File: src/rtl/core/rpn_pkg.sv
// rpn_pkg: shared widths, operation codes and status codes for the rpn calculator
// used by rpn_stack_calculator; no dependencies
package rpn_pkg;

  localparam int STACK_DEPTH = 16;
  localparam int WORD_W      = 32;
  localparam int OP_W        = 3;
  localparam int STAT_W      = 2;
  localparam int DEPTH_W     = 5;
  localparam int SP_W        = $clog2(STACK_DEPTH + 1);
  localparam int ADDR_W      = $clog2(STACK_DEPTH);
  localparam int CNT_W       = $clog2(WORD_W);
  localparam int ALU_W       = WORD_W + 1;

  localparam int IN_TDATA_W  = 32;
  localparam int IN_TUSER_W  = 8;
  localparam int OUT_TDATA_W = 40;
  localparam int OUT_TUSER_W = 8;
  localparam int OUT_PAD_W   = OUT_TDATA_W - WORD_W - DEPTH_W;

  typedef logic [WORD_W-1:0] word_t;
  typedef logic [OP_W-1:0]   op_t;
  typedef logic [STAT_W-1:0] stat_t;

  localparam op_t OP_PUSH   = 3'd0;
  localparam op_t OP_ADD    = 3'd1;
  localparam op_t OP_SUB    = 3'd2;
  localparam op_t OP_MUL    = 3'd3;
  localparam op_t OP_DIV    = 3'd4;
  localparam op_t OP_FINISH = 3'd5;

  localparam stat_t ST_OK        = 2'd0;
  localparam stat_t ST_OVERFLOW  = 2'd1;
  localparam stat_t ST_UNDERFLOW = 2'd2;
  localparam stat_t ST_DIVZERO   = 2'd3;

endpackage

File: src/rtl/core/rpn_ram.sv
// rpn_ram: generic single-write, single-read ram with registered read data
// no dependencies
module rpn_ram #(
  parameter int WIDTH = 32,
  parameter int DEPTH = 16
) (
  input  logic                     clk,
  input  logic                     wr_en,
  input  logic [$clog2(DEPTH)-1:0] wr_addr,
  input  logic [WIDTH-1:0]         wr_data,
  input  logic [$clog2(DEPTH)-1:0] rd_addr,
  output logic [WIDTH-1:0]         rd_data
);

  logic [WIDTH-1:0] mem [DEPTH];

  always_ff @(posedge clk) begin
    if (wr_en) begin
      mem[wr_addr] <= wr_data;
    end
    rd_data <= mem[rd_addr];
  end

endmodule

File: src/rtl/core/rpn_stack_calculator.sv
// rpn_stack_calculator: reverse polish integer calculator on a bounded stack
// depends on rpn_pkg and rpn_ram (stack storage)
//
//   channel | direction | fields (low bit up)
//   --------+-----------+-----------------------------------------------------
//   in_     | slave     | tdata: operand_value[31:0]; tuser: operation[2:0]
//   out_    | master    | tdata: result_value[31:0], stack_depth[36:32], pad
//           |           | tuser: status[1:0], pad
//
// multiply and divide run 32 steps of the one shared 33-bit add/subtract unit
// (shift-add, restoring division one quotient bit a step)
// stack words sit in a ram with registered read, so each popped word arrives in
// its own state (S_TOP, then S_SEC)
// reset empties the stack at once; ram contents are left as they are
// in_tready is high only while idle; one finished result waits in the output
// register, so a new transaction is taken while out_ is stalled
module rpn_stack_calculator (
  input  logic                            clk,
  input  logic                            rst_n,
  input  logic                            in_tvalid,
  output logic                            in_tready,
  input  logic [rpn_pkg::IN_TDATA_W-1:0]  in_tdata,   // operand_value
  input  logic [rpn_pkg::IN_TUSER_W-1:0]  in_tuser,   // operation, pad
  output logic                            out_tvalid,
  input  logic                            out_tready,
  output logic [rpn_pkg::OUT_TDATA_W-1:0] out_tdata,  // result_value, stack_depth, pad
  output logic [rpn_pkg::OUT_TUSER_W-1:0] out_tuser   // status, pad
);

  // sequencer states
  localparam logic [3:0] S_IDLE = 4'd0;   // waiting for a transaction
  localparam logic [3:0] S_TOP  = 4'd1;   // top word arrives from ram
  localparam logic [3:0] S_SEC  = 4'd2;   // second word arrives from ram
  localparam logic [3:0] S_ALU  = 4'd3;   // add or subtract
  localparam logic [3:0] S_MUL  = 4'd4;   // shift-add steps
  localparam logic [3:0] S_NEGA = 4'd5;   // magnitude of dividend
  localparam logic [3:0] S_NEGB = 4'd6;   // magnitude of divisor
  localparam logic [3:0] S_DIV  = 4'd7;   // restoring division steps
  localparam logic [3:0] S_NEGQ = 4'd8;   // apply quotient sign
  localparam logic [3:0] S_PUSH = 4'd9;   // push arithmetic result
  localparam logic [3:0] S_DONE = 4'd10;  // hand result to output register

  logic [3:0]                    state_r, state_nxt;
  logic [rpn_pkg::SP_W-1:0]      sp_r, sp_nxt;
  rpn_pkg::op_t                  op_r, op_nxt;
  rpn_pkg::word_t                a_r, a_nxt;       // second word, multiplicand, dividend/quotient
  rpn_pkg::word_t                b_r, b_nxt;       // top word, multiplier, divisor
  rpn_pkg::word_t                work_r, work_nxt; // product accumulator or partial remainder
  rpn_pkg::word_t                res_r, res_nxt;
  rpn_pkg::stat_t                stat_r, stat_nxt;
  logic [rpn_pkg::CNT_W-1:0]     cnt_r, cnt_nxt;
  logic                          miss_top_r, miss_top_nxt;
  logic                          miss_sec_r, miss_sec_nxt;
  logic                          dz_r, dz_nxt;
  logic                          nneg_r, nneg_nxt;
  logic                          dneg_r, dneg_nxt;

  // output register
  logic                          out_valid_r;
  rpn_pkg::word_t                out_res_r;
  rpn_pkg::stat_t                out_stat_r;
  logic [rpn_pkg::DEPTH_W-1:0]   out_depth_r;
  logic                          out_load;

  // input fields
  rpn_pkg::op_t                  in_op;
  rpn_pkg::word_t                in_val;
  logic                          in_fire;

  // stack ram
  logic                          ram_we;
  logic [rpn_pkg::ADDR_W-1:0]    ram_waddr;
  rpn_pkg::word_t                ram_wdata;
  logic [rpn_pkg::ADDR_W-1:0]    ram_raddr;
  rpn_pkg::word_t                ram_rdata;
  logic [rpn_pkg::SP_W-1:0]      sp_dec;
  logic                          stack_full;

  // shared add/subtract unit
  logic [rpn_pkg::ALU_W-1:0]     alu_a;
  logic [rpn_pkg::ALU_W-1:0]     alu_b;
  logic                          alu_sub;
  logic [rpn_pkg::ALU_W:0]       alu_sum;
  logic                          alu_carry;
  logic [rpn_pkg::ALU_W-1:0]     div_shift;
  rpn_pkg::word_t                q_next;

  assign in_op   = in_tuser[rpn_pkg::OP_W-1:0];
  assign in_val  = in_tdata[rpn_pkg::WORD_W-1:0];
  assign in_tready = (state_r == S_IDLE);
  assign in_fire = in_tvalid && in_tready;

  assign sp_dec     = sp_r - rpn_pkg::SP_W'(1);
  assign stack_full = (sp_r >= rpn_pkg::SP_W'(rpn_pkg::STACK_DEPTH));
  // read address always points at the current top; the ram registers the data and it shows up in the next cycle
  assign ram_raddr  = sp_dec[rpn_pkg::ADDR_W-1:0];
  assign ram_waddr  = sp_r[rpn_pkg::ADDR_W-1:0];
  assign ram_we     = (in_fire && (in_op == rpn_pkg::OP_PUSH) && !stack_full) ||
                      (state_r == S_PUSH);
  assign ram_wdata  = (state_r == S_PUSH) ? res_r : in_val;

  rpn_ram #(
    .WIDTH (rpn_pkg::WORD_W),
    .DEPTH (rpn_pkg::STACK_DEPTH)
  ) u_stack (
    .clk     (clk),
    .wr_en   (ram_we),
    .wr_addr (ram_waddr),
    .wr_data (ram_wdata),
    .rd_addr (ram_raddr),
    .rd_data (ram_rdata)
  );

  // operand selection for the shared unit
  assign div_shift = {work_r, a_r[rpn_pkg::WORD_W-1]};

  always_comb begin
    alu_a   = '0;
    alu_b   = '0;
    alu_sub = 1'b0;
    case (state_r)
      S_ALU: begin
        alu_a   = {1'b0, a_r};
        alu_b   = {1'b0, b_r};
        alu_sub = (op_r == rpn_pkg::OP_SUB);
      end
      S_MUL: begin
        alu_a = {1'b0, work_r};
        alu_b = {1'b0, a_r};
      end
      S_NEGA: begin
        alu_b   = {1'b0, a_r};
        alu_sub = 1'b1;
      end
      S_NEGB: begin
        alu_b   = {1'b0, b_r};
        alu_sub = 1'b1;
      end
      S_DIV: begin
        alu_a   = div_shift;
        alu_b   = {1'b0, b_r};
        alu_sub = 1'b1;
      end
      S_NEGQ: begin
        alu_b   = {1'b0, a_r};
        alu_sub = 1'b1;
      end
      default: begin
        alu_sub = 1'b0;
      end
    endcase
  end

  // a + ~b + 1 for subtract; carry out high means no borrow
  assign alu_sum   = {1'b0, alu_a} + {1'b0, alu_b ^ {rpn_pkg::ALU_W{alu_sub}}} +
                     {{rpn_pkg::ALU_W{1'b0}}, alu_sub};
  assign alu_carry = alu_sum[rpn_pkg::ALU_W];
  assign q_next    = {a_r[rpn_pkg::WORD_W-2:0], alu_carry};

  assign out_load = (state_r == S_DONE) && (!out_valid_r || out_tready);

  // sequencer
  always_comb begin
    state_nxt    = state_r;
    sp_nxt       = sp_r;
    op_nxt       = op_r;
    a_nxt        = a_r;
    b_nxt        = b_r;
    work_nxt     = work_r;
    res_nxt      = res_r;
    stat_nxt     = stat_r;
    cnt_nxt      = cnt_r;
    miss_top_nxt = miss_top_r;
    miss_sec_nxt = miss_sec_r;
    dz_nxt       = dz_r;
    nneg_nxt     = nneg_r;
    dneg_nxt     = dneg_r;
    case (state_r)
      S_IDLE: begin
        if (in_fire) begin
          op_nxt = in_op;
          dz_nxt = 1'b0;
          if (in_op == rpn_pkg::OP_PUSH) begin
            // push: a full stack drops the value but still echoes it
            res_nxt = in_val;
            if (stack_full) begin
              stat_nxt = rpn_pkg::ST_OVERFLOW;
            end else begin
              stat_nxt = rpn_pkg::ST_OK;
              sp_nxt   = sp_r + rpn_pkg::SP_W'(1);
            end
            state_nxt = S_DONE;
          end else if (in_op inside {[rpn_pkg::OP_ADD:rpn_pkg::OP_FINISH]}) begin
            // pop the top word; ram read of sp-1 is already under way
            if (sp_r != '0) begin
              sp_nxt       = sp_dec;
              miss_top_nxt = 1'b0;
            end else begin
              miss_top_nxt = 1'b1;
            end
            state_nxt = S_TOP;
          end else begin
            // unused codes leave the stack alone
            res_nxt   = '0;
            stat_nxt  = rpn_pkg::ST_OK;
            state_nxt = S_DONE;
          end
        end
      end
      S_TOP: begin
        b_nxt = miss_top_r ? '0 : ram_rdata;
        if (op_r == rpn_pkg::OP_FINISH) begin
          res_nxt   = miss_top_r ? '0 : ram_rdata;
          stat_nxt  = miss_top_r ? rpn_pkg::ST_UNDERFLOW : rpn_pkg::ST_OK;
          state_nxt = S_DONE;
        end else begin
          // pop the second word
          if (sp_r != '0) begin
            sp_nxt       = sp_dec;
            miss_sec_nxt = 1'b0;
          end else begin
            miss_sec_nxt = 1'b1;
          end
          state_nxt = S_SEC;
        end
      end
      S_SEC: begin
        a_nxt    = miss_sec_r ? '0 : ram_rdata;
        nneg_nxt = miss_sec_r ? 1'b0 : ram_rdata[rpn_pkg::WORD_W-1];
        dneg_nxt = b_r[rpn_pkg::WORD_W-1];
        work_nxt = '0;
        cnt_nxt  = rpn_pkg::CNT_W'(rpn_pkg::WORD_W - 1);
        case (op_r)
          rpn_pkg::OP_ADD,
          rpn_pkg::OP_SUB: state_nxt = S_ALU;
          rpn_pkg::OP_MUL: state_nxt = S_MUL;
          rpn_pkg::OP_DIV: begin
            if (b_r == '0) begin
              res_nxt   = '0;
              dz_nxt    = 1'b1;
              state_nxt = S_PUSH;
            end else begin
              state_nxt = S_NEGA;
            end
          end
          default: state_nxt = S_PUSH;
        endcase
      end
      S_ALU: begin
        res_nxt   = alu_sum[rpn_pkg::WORD_W-1:0];
        state_nxt = S_PUSH;
      end
      S_MUL: begin
        // low word of the product: add shifted multiplicand where multiplier bit is set
        if (b_r[0]) begin
          work_nxt = alu_sum[rpn_pkg::WORD_W-1:0];
        end
        a_nxt = {a_r[rpn_pkg::WORD_W-2:0], 1'b0};
        b_nxt = {1'b0, b_r[rpn_pkg::WORD_W-1:1]};
        if (cnt_r == '0) begin
          res_nxt   = b_r[0] ? alu_sum[rpn_pkg::WORD_W-1:0] : work_r;
          state_nxt = S_PUSH;
        end else begin
          cnt_nxt = cnt_r - rpn_pkg::CNT_W'(1);
        end
      end
      S_NEGA: begin
        if (nneg_r) begin
          a_nxt = alu_sum[rpn_pkg::WORD_W-1:0];
        end
        state_nxt = S_NEGB;
      end
      S_NEGB: begin
        if (dneg_r) begin
          b_nxt = alu_sum[rpn_pkg::WORD_W-1:0];
        end
        state_nxt = S_DIV;
      end
      S_DIV: begin
        // remainder stays below the divisor, so it fits one word
        work_nxt = alu_carry ? alu_sum[rpn_pkg::WORD_W-1:0] :
                               div_shift[rpn_pkg::WORD_W-1:0];
        a_nxt    = q_next;
        if (cnt_r == '0) begin
          state_nxt = S_NEGQ;
        end else begin
          cnt_nxt = cnt_r - rpn_pkg::CNT_W'(1);
        end
      end
      S_NEGQ: begin
        res_nxt   = (nneg_r != dneg_r) ? alu_sum[rpn_pkg::WORD_W-1:0] : a_r;
        state_nxt = S_PUSH;
      end
      S_PUSH: begin
        // two pops always leave room for the result
        sp_nxt = sp_r + rpn_pkg::SP_W'(1);
        if (miss_top_r || miss_sec_r) begin
          stat_nxt = rpn_pkg::ST_UNDERFLOW;
        end else if (dz_r) begin
          stat_nxt = rpn_pkg::ST_DIVZERO;
        end else begin
          stat_nxt = rpn_pkg::ST_OK;
        end
        state_nxt = S_DONE;
      end
      S_DONE: begin
        if (out_load) begin
          state_nxt = S_IDLE;
        end
      end
      default: begin
        state_nxt = S_IDLE;
      end
    endcase
  end

  // control registers
  always_ff @(posedge clk) begin
    if (!rst_n) begin
      state_r     <= S_IDLE;
      sp_r        <= '0;
      out_valid_r <= 1'b0;
    end else begin
      state_r <= state_nxt;
      sp_r    <= sp_nxt;
      if (out_load) begin
        out_valid_r <= 1'b1;
      end else if (out_tready) begin
        out_valid_r <= 1'b0;
      end
    end
  end

  // datapath registers
  always_ff @(posedge clk) begin
    op_r       <= op_nxt;
    a_r        <= a_nxt;
    b_r        <= b_nxt;
    work_r     <= work_nxt;
    res_r      <= res_nxt;
    stat_r     <= stat_nxt;
    cnt_r      <= cnt_nxt;
    miss_top_r <= miss_top_nxt;
    miss_sec_r <= miss_sec_nxt;
    dz_r       <= dz_nxt;
    nneg_r     <= nneg_nxt;
    dneg_r     <= dneg_nxt;
    if (out_load) begin
      out_res_r   <= res_r;
      out_stat_r  <= stat_r;
      out_depth_r <= rpn_pkg::DEPTH_W'(sp_r);
    end
  end

  assign out_tvalid = out_valid_r;
  assign out_tdata  = {{rpn_pkg::OUT_PAD_W{1'b0}}, out_depth_r, out_res_r};
  assign out_tuser  = {{(rpn_pkg::OUT_TUSER_W - rpn_pkg::STAT_W){1'b0}}, out_stat_r};

endmodule
File: config.mk
export PLATFORM = sky130hd
export DESIGN_NAME = rpn_stack_calculator
export DESIGN_NICKNAME = d
export VERILOG_FILES = /design/src/rtl/core/rpn_pkg.sv /design/src/rtl/core/rpn_ram.sv /design/src/rtl/core/rpn_stack_calculator.sv
export SDC_FILE = /design/constraint.sdc
export NUM_CORES = 1
export LEC_CHECK = 0
export ABC_AREA = 1
export ABC_CLOCK_PERIOD_IN_PS = 6300
export BUFFER_PORTS_ARGS = -buffer_cell sky130_fd_sc_hd__buf_2
export CAP_MARGIN = 20
export CORE_MARGIN = 2
export CORE_UTILIZATION = 46
export DETAILED_ROUTE_END_ITERATION = 8
export HOLD_SLACK_MARGIN = 0.06
export MAX_ROUTING_LAYER = met4
export PLACE_DENSITY = 0.7
export SYNTH_ARGS = -nofsm -noshare
export SYNTH_HDL_FRONTEND = slang
export SYNTH_SLANG_ARGS = --single-unit
File: constraint.sdc
create_clock -name clk -period 6.3 [get_ports clk]
set_input_delay 0.315 -clock clk [delete_from_list [all_inputs] [get_ports clk]]
set_output_delay 0.315 -clock clk [all_outputs]
set_load 0.1 [all_outputs]
Word level (Yosys, flattened, before mapping)
Memory sizes are Yosys's and may differ from the RTL's. A register that Yosys moved wholly into a read port is not among the register bits.
Cells that the tools add are included.

cells by class
  add/sub/neg operators = 5
  magnitude comparators = 3
  equal/unequal tests = 30
  muxes and demuxes = 59
  bitwise gates (word level) = 3
  reduce and logical (&&, ||, !) cells = 40

operators by type and width
  operator             number
  $mux 32              15
  $pmux 32 s3          2
  $pmux 32 s6          1
  $pmux 32 s4          1
  $pmux 33 s3          1
  $pmux 32 s2          1
  $pmux 4 s10          1
  $mux 5               7
  $add 33x33->34       1
  $add 34x1->34        1
  $xor 33x33->33       1
  $logic_not 32->1     1
  $mux 4               8
  $ne 2x2->1 const B   10
  $eq 4x3->1 const B   4
  $reduce_and 4->1     4
  $pmux 5 s3           1
  $mux 2               7
  $eq 4x4->1 const B   3
  $pmux 4 s3           1
  $pmux 5 s2           1
  $reduce_and 2->1     5
  $sub 5x1->5 const B  2
  $mux 1               9
  other kinds (32)     52

word-level totals
  register bits = 192
  RAM bits = 512
  input bits = 44
  output and inout bits = 50
  logic and storage cells = 159
  memories = 1

memories
  name         words  width  rd ports  clocked after Yosys merged registers in  wr ports  line           source
  u_stack.mem  16     32     1         1                                        1         rpn_ram.sv:15  logic [WIDTH-1:0] mem [DEPTH];

Depth between registers and ports, before layout
Gate-level depths: netlist of the first run.

  word-level depth = 9
  depth in mapped cells = 24
  depth with buffers taken out = 24

By module
A second synthesis of the first run with hierarchy kept.

unflattened totals
  cell total of the unflattened synthesis = 3852
  area, all modules = 36434.9 µm²

by module, submodules not included
  module                instances  cells each  area each (µm²)  seq. area each (µm²)
  rpn_ram               1          2120        22730.6          16015.4
  rpn_stack_calculator  1          1732        13704.4          5665.4

Worst setup path after synthesis of the first run
No wires, ideal clock.

  path type = reg2reg
  start point = register state_r[1]
  end point = register res_r[0] (enable)
  setup time = 0.594 ns
  data arrival time = 6.320 ns
  data required time = 5.706 ns
  slack = -0.614 ns
  stages on the path, launching flop included = 10
  path buffers = 1
  period minus slack after synthesis = 6.914 ns
  path through = dfxtp_1 buf_4 inv_1 nor2_1 inv_1 nor2_1 nor3_1 a21oi_1 nand2_1 a2111oi_0

on the way
  word-level cells in the longest chain between the ends = 4
  elaborated cells on any way between the ends = 15
  classes of those cells = eq/ne: 11; reduce/logical: 4

RTL lines
  item                                   line                                                     source
  start: declaration                     rpn_stack_calculator.sv:43                               logic [3:0] state_r, state_nxt;
  start signal: assignment               rpn_stack_calculator.sv:324                              state_r <= state_nxt;
  $logic_not 4->1                        rpn_stack_calculator.sv:90, rpn_stack_calculator.sv:178
  $logic_and 1x1->1                      rpn_stack_calculator.sv:91                               assign in_fire = in_tvalid && in_tready;
  $ne 2x1->1 (no source line)            -
  $reduce_and 7->1 (no source line) (*)  -
  end signal: assignment                 rpn_stack_calculator.sv:340                              res_r <= res_nxt;
  end: declaration                       rpn_stack_calculator.sv:49                               rpn_pkg::word_t res_r, res_nxt;

Every way passes the cells marked *; elsewhere a longest branch is shown, timed or not.
A chain may end at the register's enable or synchronous reset.

Worst setup path after layout of the first run
  start point = register state_r[1]
  end point = register work_r[18] (data pin)

on the way
  word-level cells in the longest chain between the ends = 8
  elaborated cells on any way between the ends = 19
  classes of those cells = add/sub: 2; eq/ne: 7; mux: 6; bitwise: 1; reduce/logical: 3

RTL lines
  item                                                                        line                                                      source
  $eq 4x3->1 (tied with other cells)                                          rpn_stack_calculator.sv:121, rpn_stack_calculator.sv:178
  $reduce_or 4->1 (no source line) / $reduce_or 3->1 (equally long branches)  -
  $pmux 1 s2 / $pmux 32 s2 (equally long branches)                            rpn_stack_calculator.sv:121                               case (state_r)
  $xor 33x33->33                                                              rpn_stack_calculator.sv:155                               assign alu_sum = {1'b0, alu_a} + {1'b0, alu_b ^ {rpn_pkg::ALU_W{alu_sub}}} +
  $add 33x33->34                                                              rpn_stack_calculator.sv:155
  $add 34x1->34                                                               rpn_stack_calculator.sv:155
  $mux 32 (on tied branches)                                                  rpn_stack_calculator.sv:281, rpn_stack_calculator.sv:255
  $pmux 32 s3 (*)                                                             rpn_stack_calculator.sv:178                               case (state_r)
  named net work_nxt[18]                                                      rpn_stack_calculator.sv:48                                rpn_pkg::word_t work_r, work_nxt;
  end signal: assignment                                                      rpn_stack_calculator.sv:339                               work_r <= work_nxt;
  end: declaration                                                            rpn_stack_calculator.sv:48

Mark *: on every way through the listed nets, which the timed path passes. The rest lies on a longest branch.

==> results of run 1 <==
placed cells by master (no fill, tap or decap), drive strengths merged, types with 16 or more instances in the layout:
| master | synthesis | final |
|---|---|---|
| clkinv | 6 | 34 |
| nor2 | 382 | 382 |
| o211ai | 83 | 83 |
| nand3 | 128 | 128 |
| dlygate4sd3 | 0 | 25 |
| clkbuf | 159 | 88 |
| nand2 | 438 | 438 |
| a22oi | 20 | 20 |
| nor3 | 19 | 19 |
| o221ai | 117 | 117 |
| xor2 | 51 | 51 |
| dfxtp | 42 | 42 |
| ha | 37 | 37 |
| o22ai | 91 | 91 |
| inv | 234 | 238 |
| buf | 33 | 145 |
| a21oi | 100 | 100 |
| a221o | 20 | 20 |
| o21ai | 396 | 396 |
| edfxtp | 694 | 694 |
| nand4 | 16 | 16 |
cell type report:
class,count,area share
multi-input cells,1975,0.2851
clock inverters,50,0.01523
clock buffers,88,0.05064
inverters,240,0.02373
flip-flops and latches,736,0.5640
well taps,959,0.03121
repair buffers,170,0.03001
routing by layer:
layer | up-vias | track usage | part of all wire
li1 | 11540 | - | -
met1 | 12257 | 0.3330 | 0.38
met2 | 1566 | 0.4227 | 0.47
met4 | 0 | 0.1212 | 0.044
met5 | - | - | 0
met3 | 295 | 0.04876 | 0.11
report_power, final:
group | switching (mW) | internal, mW | leakage (nW)
clock network | 1.93 | 2.69 | 1.22
registers | 0.562 | 6.31 | 6.65
logic | 5.53 | 2.07 | 6.17
total | 8.02 | 11.1 | 14.0
cells by family after synthesis:
group | after synthesis | synth area share
AND/OR/NAND/NOR | 999 | 0.1251
other | 1 | 0.0001099
AO/OA/AOI/OAI | 868 | 0.1592
buffers and inverters | 432 | 0.04968
XOR/XNOR | 61 | 0.01653
adder cells (fa/ha/maj) | 38 | 0.01415
flip-flops | 736 | 0.6353
state kept, by name (all words and copies together) (netlist names), 2 cells and up:
| name | cells |
|---|---|
| state_r | 4 |
| out_depth_r | 5 |
| sp_r | 5 |
| a_r | 32 |
| out_res_r | 32 |
| res_r | 32 |
| cnt_r | 5 |
| u_stack.rd_data | 32 |
| work_r | 32 |
| u_stack.mem | 512 |
| b_r | 32 |
| op_r | 3 |
| stat_r | 2 |
| out_stat_r | 2 |
worst paths after layout:
check / startpoint / end / cells after the start
max: state_r[1] / work_r[18] / 20
min: in_tdata[18] / res_r[18] / 3
max reg2reg: state_r[1] / work_r[18] / 20
min reg2reg: stat_r[0] / out_stat_r[0] / 0
timing repair:
action / CTS / global route
endpoints found under the hold margin: 27 / 0
resized for setup: 0 / 0
hold buffers: 25 / 0
worst min-delay path: stages:
cell                      delay (ns)
sky130_fd_sc_hd__buf_2          0.13
sky130_fd_sc_hd__nand2_1        0.07
sky130_fd_sc_hd__nand4_1        0.07
==> out/results.tsv, run 1 <==
metric	value	unit
design.final.nets	3280	
worst-slew-pin-transition	1.026	ns
finalNonFillerCells	4218	
cts_sinks	736	
synth_async_sr_flop_share	0	
dp.final_hpwl	60840	um
drive_above_1_share	0.1132	
outcome	completed	
synthCells	3135	
fin_crit_sh	0.8224	
ios	94	
setup.worst_path.class	reg2reg	
grt_pass1_vias	24426	
power_per_cell_area	496.5	mW/mm^2
finalSetupTns	0	ns
timing.reg2reg.setup_slack	1.12	ns
vias_per_cell	6.083	
num_antenna_cells	0	
dieHeight	276.4	um
critical-path-slowest-cell	sky130_fd_sc_hd__o21ai_0	
total_number_of_yosys_warnings	0	
finalCoreUtilization	0.5252	
syn-mean-instance-area	10.89	sq um
worst_skew_pair.late_latency	0.63	ns
place.detailed.instances	4055	
synthDominantAreaCellType	sky130_fd_sc_hd__edfxtp_1	
final_antenna_net_count	0	
endpoint_kind	register	
max_clock_freq	193.0	MHz
path_delay_family	compound AO/OA/AOI/OAI gates	
drt_first_pass_iters	6	
placeable_area	0.07321	sq mm
postCtsSetupBuffers	0	
grt_max_degree	95	
setup_repair_after_global_routing_missed_its_margin	false	
layout.filler_cells	6194	
cts.clk_slew.worst_paths	0.07	ns
place_area	0.03566	sq mm
multi_input_area	0.01096	sq mm
crit_path_start_kind	register	
synth_common_cells	694 x sky130_fd_sc_hd__edfxtp_1, 404 x sky130_fd_sc_hd__nand2_1, 374 x sky130_fd_sc_hd__nor2_1, 370 x sky130_fd_sc_hd__o21ai_0, 225 x sky130_fd_sc_hd__inv_1	
die_area	0.07639	sq mm
floorplan.initialDensity	0.4662	
final_area	0.03844	sq mm
yosysUniqueCellTypes	66	
drc	0	
tritoncts	yes	
timing.max_slew.rel_slack	0.3158	
worstPathBufferInverterCount	4	
root_buffer_selected_by_cts	sky130_fd_sc_hd__clkbuf_16	
cts_max_level	3	
finalSetupViolCount	0	
timing.critical_path.cells	nor2_2 > nand2_2 > buf_4 > nand3_2 > nor2_2 > buf_4 > inv_2 > xor2_1 > ha_1 > a21oi_1 > nor2_1 > o21ai_0 > nand3_1 > a21oi_1 > inv_1 > a21oi_1 > or2_2 > nand2_1 > o21ai_0 > o21ai_0	
io_buffer_count	79	
drt_iter0_markers	3705	
sequential_cell_area	0.02168	sq mm
wl_final	101200	um
netlist_area	0.03413	sq mm
yosys.cell_count.top_type	sky130_fd_sc_hd__edfxtp_1	
count_of_pins_over_their_slew_limit	0	
finalWorstSetupSlack	1.119	ns
worst-path-max-fanout	27	
primary_flip_flop_cell_chosen_by_synthesis_mapping	sky130_fd_sc_hd__edfxtp_1	
cts-buffers-inserted	75	
globalRouteTotalUtil	0.2662	
fp.dieW	276.4	um
globalRoute.totalOverflow	0	
grt_pass1_wl	149800	um
yosysTopAreaCellShare	0.6106	
maxCapViolations	0	
detailroute.via_count	25658	
worst_hold_slack	0.08435	ns
required	6.63	ns
syn2layout_area_growth	12.65	%
timing.final.hold_violations	0	
worst_clock_skew	0.02612	ns
average_wire_per_cell_in_the_routed_design	23.99	um
standard_cell_row_count	99	
grt_antenna_before_repair	5	
total_power	19.09	mW
power.leakage	14.03	nW
cts_buffer_depth	3	
worst_path_largest_cell_delay	0.58	ns
netlist_top_cells_area	sky130_fd_sc_hd__edfxtp_1 61%, sky130_fd_sc_hd__o21ai_0 5.4%, sky130_fd_sc_hd__nand2_1 4.4%	
gp_routability_congestion	1.031	
ys_seq_area_frac	0.6353	
final_period_minus_worst_setup_slack	5.181	ns
worst_ir_drop_vdd	0.0004361	V
synth_edf_count	694	
placement.setup.worst_slack	1.321	ns
post_synthesis_register_bit_count	736	
crit_arrival	5.51	ns
worstHoldPathType	in2reg	
Power figures use the tool's default switching activity.
==> inputs of run 2 (changes only) <==
ABC_CLOCK_PERIOD_IN_PS = 5400   (was 6300)
PLACE_DENSITY = 0.68   (was 0.7)
clock period = 5.4 ns   (was 6.3 ns; I/O delays follow)
==> run 2 against run 1 <==
First-iteration DRC count decreased by 0.35%. Clock skew increased by 0.0041 ns. Critical endpoint is now work_r[28]. Die area unchanged. Clock power increased by 13%. Wire length decreased by 1.2%. Combinational power increased by 19%. Via count decreased by 0.37%. Critical path depth decreased by 2. Hold slack got worse by 0.0050 ns. Fmax increased by 7.2%. Global-route usage decreased by 0.074 points. Power increased by 16%.
==> out/results.tsv, run 2 (synthesized netlist as in run 1, its figures left out) <==
metric	value	unit	change
outcome	completed		
vias_per_cell	6.053		-0.49%
max_ffs_per_register	512		unchanged
crit_arrival	5.21	ns	-0.30 ns
maxCapViolations	0		unchanged
dp.final_hpwl	62460	um	+2.7%
grt_pass1_vias	24267		-0.65%
worstHoldPathType	in2reg		
power.combinational.fraction	0.408		+0.010
multi_input_area	0.01096	sq mm	unchanged
io_buffer_count	79		unchanged
drive_above_1_share	0.1097		-0.003510
detailroute.via_count	25562		-0.37%
grt_max_degree	231		+140%
endpoint_kind	register		
worst-path-max-fanout	33		+22%
worst_clock_skew	0.03017	ns	+0.004055 ns
cellInternalPower	12.78	mW	+15%
final_period_minus_worst_setup_slack	4.833	ns	-0.3485 ns
place_area	0.03570	sq mm	about the same
setup_repair_after_global_routing_missed_its_margin	false		
design.final.nets	3285		+0.15%
finalNonFillerCells	4223		+0.12%
worst_path_largest_cell_delay	0.50	ns	-0.08 ns
drt_iter0_markers	3692		-0.35%
final_area	0.03846	sq mm	about the same
max_clock_freq	206.9	MHz	+7.2%
globalRoute.totalOverflow	0		unchanged
most-common-layout-cells	694 x sky130_fd_sc_hd__edfxtp_1, 404 x sky130_fd_sc_hd__nand2_1, 370 x sky130_fd_sc_hd__o21ai_0		
critical-path-slowest-cell	sky130_fd_sc_hd__dfxtp_1		
drc	0		unchanged
worstPathBufferInverterCount	4		unchanged
count_of_pins_over_their_slew_limit	0		unchanged
floorplan.initialDensity	0.4662		unchanged
gp_routability_congestion	0.9680		-6.1%
switching_share	0.4246		+0.004517
tritoncts	yes		
root_buffer_selected_by_cts	sky130_fd_sc_hd__clkbuf_16		
cts_buffer_depth	3		unchanged
drt_first_pass_iters	6		unchanged
pwr-share-clk	0.235		-0.007
crit_path_start_kind	register		
worst_hold_slack	0.07934	ns	-0.005012 ns
worst_skew_pair.late_latency	0.64	ns	about the same
cts.clk_slew.worst_paths	0.06	ns	about the same
path_delay_family	compound AO/OA/AOI/OAI gates		
p_seq_frac	0.357		-0.003
timing.critical_path.cells	nor2_2 > nand2_2 > nand3_4 > inv_1 > buf_4 > o22ai_1 > xor2_1 > ha_1 > a21oi_1 > a21boi_0 > o21ai_0 > o21ai_0 > nand3_4 > inv_4 > buf_4 > a21oi_1 > o21ai_0 > nand2_1		
sequential_cell_area	0.02168	sq mm	unchanged
switching_power	9.426	mW	+18%
worst-slew-pin-transition	1.148	ns	+0.1213 ns
worst_ir_drop_vdd	0.0004574	V	+4.9%
finalSetupViolCount	0		unchanged
final_antenna_net_count	0		unchanged
cts-buffers-inserted	76		+1.3%
post_cts.resized_instances	0		unchanged
setup.worst_path.class	reg2reg		
standard_cell_row_count	99		unchanged
finalSetupTns	0	ns	unchanged
ios	94		unchanged
crit_top_cell	sky130_fd_sc_hd__o21ai_0		
fp.dieW	276.4	um	unchanged
required	5.77	ns	-0.86 ns
power_per_cell_area	577.2	mW/mm^2	+16%
timing.final.hold_violations	0		unchanged
die_area	0.07639	sq mm	unchanged
layout.cells.most_common	sky130_fd_sc_hd__edfxtp_1		
place.detailed.instances	4053		-0.049%
placeable_area	0.07321	sq mm	unchanged
average_wire_per_cell_in_the_routed_design	23.67	um	-1.4%
grt_antenna_before_repair	2		-3
fin_crit_sh	0.8950		+0.07254
syn2layout_area_growth	12.70	%	about the same
grt_pass1_wl	150100	um	+0.14%
cts_sinks	736		unchanged
power.leakage	14.03	nW	about the same
layout.filler_cells	6271		+1.2%
cts_max_level	3		unchanged
regMostFlops	u_stack.mem		
wl_final	99940	um	-1.2%
dieHeight	276.4	um	unchanged
globalRouteTotalUtil	0.2654		-0.0007357
timing.max_slew.rel_slack	0.2341		-0.08173
[run 2: cell types whose count changed in the layout (fill, tap and decap cells not counted), moves of 5 or more]
cell | previous run | this run
sky130_fd_sc_hd__buf_4 | 65 | 59
sky130_fd_sc_hd__dlygate4sd3_1 | 25 | 31
sky130_fd_sc_hd__bufinv_16 | 11 | 6
sky130_fd_sc_hd__clkinv_1 | 16 | 21
sky130_fd_sc_hd__clkinv_2 | 13 | 8
[run 2: what timing repair did]
item                      CTS  global route
hold buffers               31             0
hold endpoints to repair   33             0
buffers inserted            0             0
[run 2: stage by stage]
step | utilization | setup WS [ns] | power, mW
finish | 0.5254 | 0.5671 | 22.20
global route | 0.5254 | 0.3628 | 23.31
CTS | 0.5254 | 0.6694 | 22.02
detailed placement | 0.4876 | 0.6988 | 16.81
global placement | 0.4873 | 0.8040 | 16.71
floorplan | - | 0.03977 | 13.76
[run 2: final timing paths]
path / from / end / slack (ns) / cells after the start
worst min register to register: stat_r[1] / out_stat_r[1] / 0.42 / 0
worst max-delay path: state_r[1] / work_r[28] / 0.57 / 18
worst max register to register: state_r[1] / work_r[28] / 0.57 / 18
worst min-delay path: in_tdata[18] / res_r[18] / 0.08 / 3
[run 2: worst register-to-register path: stages, from the launching register on]
cell                       delay (ns)
sky130_fd_sc_hd__dfxtp_1         0.50
sky130_fd_sc_hd__nor2_2          0.10
sky130_fd_sc_hd__nand2_2         0.16
sky130_fd_sc_hd__nand3_4         0.22
sky130_fd_sc_hd__inv_1           0.42
sky130_fd_sc_hd__buf_4           0.29
sky130_fd_sc_hd__o22ai_1         0.11
sky130_fd_sc_hd__xor2_1          0.15
sky130_fd_sc_hd__ha_1            0.38
sky130_fd_sc_hd__a21oi_1         0.28
sky130_fd_sc_hd__a21boi_0        0.29
sky130_fd_sc_hd__o21ai_0         0.16
sky130_fd_sc_hd__o21ai_0         0.32
sky130_fd_sc_hd__nand3_4         0.30
sky130_fd_sc_hd__inv_4           0.15
sky130_fd_sc_hd__buf_4           0.43
sky130_fd_sc_hd__a21oi_1         0.13
sky130_fd_sc_hd__o21ai_0         0.10
sky130_fd_sc_hd__nand2_1         0.07
[run 2: per-layer routing]
layer	track usage	wire (um)	vias to the layer above
met1	0.3492	40110	12262
met2	0.4101	45880	1455
met4	0.1099	4282	0
li1	-	-	11554
met3	0.04462	9664	291
met5	-	0	-
[run 2: area by class of cell]
class,count,share of cell area
clock inverters,42,0.01132
repair buffers,174,0.03247
inverters,240,0.02372
multi-input cells,1975,0.2850
clock buffers,96,0.05244
flip-flops and latches,736,0.5638
diodes,1,0.00006506
well taps,959,0.03120
[run 2: power groups by stage]
stage	combinational, mW	clock (mW)	sequential [mW]
2_1_floorplan	5.88	0	7.88
4_1_cts	8.87	5.26	7.89
3_5_place_dp	8.81	0	8.00
3_3_place_gp	8.71	0	7.99
5_1_grt	9.83	5.50	7.97
6_report	9.07	5.21	7.93
